`config.mk`:
```
export PLATFORM = sky130hd
export DESIGN_NAME = owep_ctrl
export DESIGN_NICKNAME = d
export VERILOG_FILES = /design/src/sv/onewire_eprom_slave_macros.svh /design/src/sv/owep_pkg.sv /design/src/sv/owep_ctrl.sv
export SDC_FILE = /design/constraint.sdc
export NUM_CORES = 1
export LEC_CHECK = 0
export BUFFER_PORTS_ARGS = -buffer_cell sky130_fd_sc_hd__buf_2
export CORE_AREA = 8 8 45 47
export DETAILED_ROUTE_END_ITERATION = 16
export DIE_AREA = 0 0 53 55
export GPL_TIMING_DRIVEN = 0
export PLACE_DENSITY = 0.3
export SETUP_SLACK_MARGIN = 0.5
export SLEW_MARGIN = 40
export SYNTH_ARGS = -nofsm -noshare
export SYNTH_HDL_FRONTEND = slang
export SYNTH_SLANG_ARGS = --single-unit
```
`constraint.sdc`:
```
create_clock -name aclk -period 1.65 [get_ports aclk]
set_input_delay 0.0825 -clock aclk [delete_from_list [all_inputs] [get_ports aclk]]
set_output_delay 0.0825 -clock aclk [all_outputs]
set_load 0.1 [all_outputs]
```
`src/sv/onewire_eprom_slave_macros.svh`:
```
// Assertion macros shared by the one-wire EPROM slave.
// No dependencies; included by the top level only.
`ifndef ONEWIRE_EPROM_SLAVE_MACROS_SVH
`define ONEWIRE_EPROM_SLAVE_MACROS_SVH

// Same-cycle implication, disabled while reset is asserted.
`define OWEP_ASSERT_IMPL(label, clk, rst_n, ante, cons) \
    label: assert property (@(posedge clk) disable iff (!(rst_n)) (ante) |-> (cons)) \
        else $error("onewire_eprom_slave: same-cycle check failed");

// Next-cycle implication, disabled while reset is asserted.
`define OWEP_ASSERT_NEXT(label, clk, rst_n, ante, cons) \
    label: assert property (@(posedge clk) disable iff (!(rst_n)) (ante) |=> (cons)) \
        else $error("onewire_eprom_slave: next-cycle check failed");

`endif

```
`src/sv/owep_pkg.sv`:
```
// Shared types, codes and the CRC16 byte update for the one-wire EPROM slave.
// No dependencies; used by owep_ctrl, owep_dp and onewire_eprom_slave.
package owep_pkg;

    // ROM/memory function command bytes
    localparam logic [7:0] CMD_READ_MEM      = 8'hF0;
    localparam logic [7:0] CMD_EXT_READ      = 8'hA5;
    localparam logic [7:0] CMD_READ_STATUS   = 8'hAA;
    localparam logic [7:0] CMD_WRITE_MEM     = 8'h0F;
    localparam logic [7:0] CMD_SPEED_WR_MEM  = 8'hF3;
    localparam logic [7:0] CMD_WRITE_STATUS  = 8'h55;
    localparam logic [7:0] CMD_SPEED_WR_STAT = 8'hF5;

    // Slot kinds on the request side
    localparam logic [1:0] SLOT_RESET = 2'd0;
    localparam logic [1:0] SLOT_WRITE = 2'd1;
    localparam logic [1:0] SLOT_READ  = 2'd2;

    // Error codes
    localparam logic [1:0] ERR_NONE    = 2'd0;
    localparam logic [1:0] ERR_UNKNOWN = 2'd1;
    localparam logic [1:0] ERR_TURN    = 2'd2;

    localparam int unsigned PAGE_BYTES = 32;
    localparam logic [15:0] ST_END     = 16'h0200;

    typedef enum logic [2:0] {
        STEP_NONE,
        STEP_CLEAR,
        STEP_LATCH,
        STEP_PROT,
        STEP_TGT,
        STEP_EXEC
    } step_t;

    typedef struct packed {
        step_t step;
    } dp_cmd_t;

    typedef struct packed {
        logic clear_last;
    } dp_status_t;

    typedef struct packed {
        logic [1:0] error_code;
        logic       out_valid;
        logic [7:0] out_byte;
    } result_t;

    // Device size in bytes per size_select code
    function automatic logic [15:0] dev_size(input logic [1:0] sel);
        logic [15:0] s;
        unique case (sel)
            2'd0:    s = 16'd256;
            2'd1:    s = 16'd512;
            2'd2:    s = 16'd2048;
            default: s = 16'd8192;
        endcase
        return s;
    endfunction

    // CRC16, reflected poly 0xA001, one byte LSB first
    function automatic logic [15:0] crc_byte(input logic [15:0] c, input logic [7:0] b);
        logic [15:0] x;
        logic [7:0]  v;
        logic        mix;
        x = c;
        v = b;
        for (int i = 0; i < 8; i++) begin
            mix = x[0] ^ v[0];
            x = x >> 1;
            if (mix) begin
                x = x ^ 16'hA001;
            end
            v = v >> 1;
        end
        return x;
    endfunction

endpackage

```
`src/sv/owep_ctrl.sv`:
```
// Step sequencer for the one-wire EPROM slave: clearing sweep, request
// accept, protection and target fetches, commit. Depends on owep_pkg.
module owep_ctrl (
    input  logic                 aclk,
    input  logic                 aresetn,
    input  logic                 s_tvalid,
    output logic                 s_tready,
    input  logic                 out_free,
    output logic                 out_load,
    input  owep_pkg::dp_status_t status,
    output owep_pkg::dp_cmd_t    cmd
);
    import owep_pkg::*;

    typedef enum logic [2:0] {
        ST_CLEAR,
        ST_IDLE,
        ST_PROT,
        ST_TGT,
        ST_EXEC
    } state_t;

    state_t state_reg;

    assign s_tready = (state_reg == ST_IDLE);

    always_comb begin
        cmd.step = STEP_NONE;
        out_load = 1'b0;
        unique case (state_reg)
            ST_CLEAR: cmd.step = STEP_CLEAR;
            ST_IDLE:  if (s_tvalid) cmd.step = STEP_LATCH;
            ST_PROT:  cmd.step = STEP_PROT;
            ST_TGT:   cmd.step = STEP_TGT;
            ST_EXEC: begin
                if (out_free) begin
                    cmd.step = STEP_EXEC;
                    out_load = 1'b1;
                end
            end
            default:  cmd.step = STEP_NONE;
        endcase
    end

    always_ff @(posedge aclk) begin
        if (!aresetn) begin
            state_reg <= ST_CLEAR;
        end else begin
            unique case (state_reg)
                ST_CLEAR: if (status.clear_last) state_reg <= ST_IDLE;
                ST_IDLE:  if (s_tvalid) state_reg <= ST_PROT;
                ST_PROT:  state_reg <= ST_TGT;
                ST_TGT:   state_reg <= ST_EXEC;
                ST_EXEC:  if (out_free) state_reg <= ST_IDLE;
                default:  state_reg <= ST_CLEAR;
            endcase
        end
    end

endmodule

```
==> flow_metrics.py <==
metrics = {
    "worst_setup_path": {
        "timing.reg2reg.worst_path_depth": 5,
        "setup.worst_path.end_class": "output port",
        "r2r-end": "state_reg[0]",
        "timing_worst_setup_path_type": "reg2out",
        "worstPathMaxFanout": 6,
        "rrSetupSlack_ps": 530,
        "data_arrival_time_at_the_worst_slack_endpoint_ps": 1160,
        "launch_point_of_the_worst_reg_to_reg_path": "state_reg[1]",
        "crit_start": "state_reg[1]",
        "worstPathRequired_ps": 1570,
        "worstSetupStartpointType": "register",
        "critPathCapture": "cmd[1]",
    },
    "clock_network": {
        "postCtsHoldBufs": 0,
        "clock_sink_count": 3,
        "cts_buffers": 3,
        "cts_root_cell": "sky130_fd_sc_hd__clkbuf_4",
        "clock_insertion_delay_worst_skew_ps": 230,
        "h_tree_levels": 1,
        "tritoncts_clock_tree": "built",
        "clk_pin_slew_ps": 40,
        "clk_buf_depth": 2,
    },
    "layout": {
        "mostFrequentLayoutCells": "6 x sky130_fd_sc_hd__buf_4, 5 x sky130_fd_sc_hd__buf_12, 4 x sky130_fd_sc_hd__buf_2",
        "area.growth.synth_to_final_pct": 172,
        "n_antenna_cell": 0,
        "regArea_um2": 71.3,
        "finalNetCount": 46,
        "final_cell_count_no_fill": 56,
        "largest_reg_flops": 3,
        "multiInputGateArea_um2": 160,
        "mostFrequentLayoutCell": "sky130_fd_sc_hd__buf_4",
        "fill_cells": 148,
        "fraction_of_layout_instances_using_a_drive_strength_above_1": 0.725,
    },
    "yosys": {
        "yosys_warnings": 0,
        "yosys.area.top_type_share": 0.353,
        "synth_top_cells_by_area": "sky130_fd_sc_hd__dfxtp_1 35%, sky130_fd_sc_hd__nand3b_1 13%, sky130_fd_sc_hd__nand3_2 5.9%, sky130_fd_sc_hd__nor4b_1 5.1%, sky130_fd_sc_hd__o31a_1 5.1%",
        "synth_seq_cells": 3,
        "post_synth_inst_count": 20,
        "summed_instance_area_of_the_synthesized_netlist_um2": 170,
        "avgSynthCellArea_um2": 8.51,
        "ys_types": 16,
        "synth_sequential_area_ratio": 0.353,
        "synth.net_count": 25,
        "yosys.area.top_type": "sky130_fd_sc_hd__dfxtp_1",
    },
    "hold_path": {
        "hp-class": "in2reg",
        "min_from": "aresetn",
    },
    "detailed_routing": {
        "drc": 0,
        "route.antenna.remaining_nets": 0,
        "initialDrtViolationCount": 4,
        "detailroute.via_count": 217,
        "drt-pass1-iter-count": 2,
        "avgRoutedWirePerCell_um": 11.1,
        "routed_wirelength_um": 623,
        "vias_per_std_cell": 3.88,
    },
    "placement": {
        "dpl_worst_slack_ps": 368,
        "dpl.cell_count": 45,
        "port_buffers": 9,
        "gp_routability_congestion": 0.625,
        "place_hpwl_um": 436,
    },
    "floorplanning": {
        "die_w_um": 53,
        "initial_cell_density_of_the_core": 0.123,
        "boundaryPins": 10,
        "die_area_mm2": 0.00292,
        "rows": 14,
        "fp.coreArea_mm2": 0.00138,
        "die_y_um": 55,
    },
    "grt": {
        "first_global_vias": 232,
        "number_of_antenna_violations_at_the_first_check_in_global_routing": 0,
        "wire_length_of_the_first_global_routing_pass_um": 986,
        "final_global_route_overflow_total": 0,
        "grt_start_max_net_pins": 9,
        "gr-usage-all-layers": 0.0492,
    },
    "status": {
        "run_status": "complete, no violations",
    },
    "timing": {
        "tightestPinTransition_ps": 251,
        "achievable-frequency_mhz": 806,
        "fin_ws_ps": 410,
        "slew_viol_final": 0,
        "timing.final.hold_violations": 0,
        "max_slew_margin": 0.830,
        "accumulated_negative_setup_slack_ps": 0,
        "report.final.setup_viol": 0,
        "timing.final.crit_share": 0.752,
        "skew_ps": 3.36,
        "min_period_ps": 1240,
        "rsz0062_at_grt": "yes",
    },
    "power": {
        "power.static_leakage_uw": 0.000186,
        "vdd_ir_drop_max_mv": 0.276,
        "power.density_cell_area_mw_per_mm2": 821,
    },
    "job": {
        "max_cap_violations": 0,
    },
}
[report_power, final]
group	leakage, uW	switching, uW	total (uW)	internal, uW
clock network	0.0000150	39.1	130	90.7
logic	0.000145	94.7	165	70.0
registers	0.0000267	9.56	85.5	76.0
total	0.000186	143	380	237
[cells by family (layout without fill, tap and decap cells)]
kind of cell | count (synthesis) | after routing | synth area share
AND/OR/NAND/NOR | 12 | 12 | 0.471
AO/OA/AOI/OAI | 4 | 4 | 0.154
buffers and inverters | 1 | 21 | 0.0220
flip-flops | 3 | 3 | 0.353
[stage by stage]
stage | util | cell area [um^2] | hold WS [ps] | power, uW
2_1_floorplan | - | 213 | 203 | 182
3_3_place_gp | 0.201 | 278 | 330 | 200
3_5_place_dp | 0.201 | 278 | 329 | 201
4_1_cts | 0.316 | 437 | 81.3 | 383
5_1_grt | 0.335 | 463 | 95.0 | 401
6_report | 0.335 | 463 | 91.9 | 380
[cell usage after synthesis]
cell                       count
sky130_fd_sc_hd__o21ai_0       1
sky130_fd_sc_hd__and2_1        1
sky130_fd_sc_hd__nand3_2       1
sky130_fd_sc_hd__nor2_2        1
sky130_fd_sc_hd__nor2_1        1
sky130_fd_sc_hd__nand2_1       1
sky130_fd_sc_hd__a21oi_1       1
sky130_fd_sc_hd__o31a_1        1
sky130_fd_sc_hd__inv_2         1
sky130_fd_sc_hd__a21boi_0      1
sky130_fd_sc_hd__dfxtp_1       3
sky130_fd_sc_hd__nand2b_1      1
sky130_fd_sc_hd__nor4b_1       1
sky130_fd_sc_hd__nand3b_1      3
sky130_fd_sc_hd__nor3_1        1
sky130_fd_sc_hd__nor3b_1       1
[critical path, cell delays in order, from the launching register on]
cell and delay, ps:
sky130_fd_sc_hd__dfxtp_4 360, sky130_fd_sc_hd__nand3b_1 200, sky130_fd_sc_hd__a21oi_4 170, sky130_fd_sc_hd__buf_12 190
[area by class of cell]
type	instances	share of cell area
clock buffer	4	0.0568
inverter	1	0.0189
multi-input combinational	16	0.346
sequential	3	0.154
tap	16	0.0432
timing repair buffer	16	0.381
[layer usage]
| metal | vias to the layer above | share of wire | track usage |
|---|---|---|---|
| met1 | 100 | 0.34 | 0.0410 |
| met3 | 0 | 0.098 | 0.0241 |
| met5 | - | 0 | 0 |
| li1 | 112 | - | - |
| met2 | 5 | 0.56 | 0.0820 |
| met4 | 0 | 0 | 0.0517 |
[worst min-delay path by stage]
stage / slack [ps] / to / depth (start not counted)
2_1_floorplan: 200 / state_reg[0] / 1
3_3_place_gp: 330 / state_reg[1] / 2
3_5_place_dp: 330 / state_reg[1] / 2
4_1_cts: 80 / state_reg[1] / 2
5_1_grt: 90 / state_reg[1] / 2
6_report: 90 / state_reg[0] / 2
[repair_timing]
action                                  in CTS  in global routing
gates resized for setup                     26                  2
pin swaps                                    3                  4
endpoints found under the setup margin       5                  6
setup buffers                                4                  3
(Power assumes the default switching activity.)
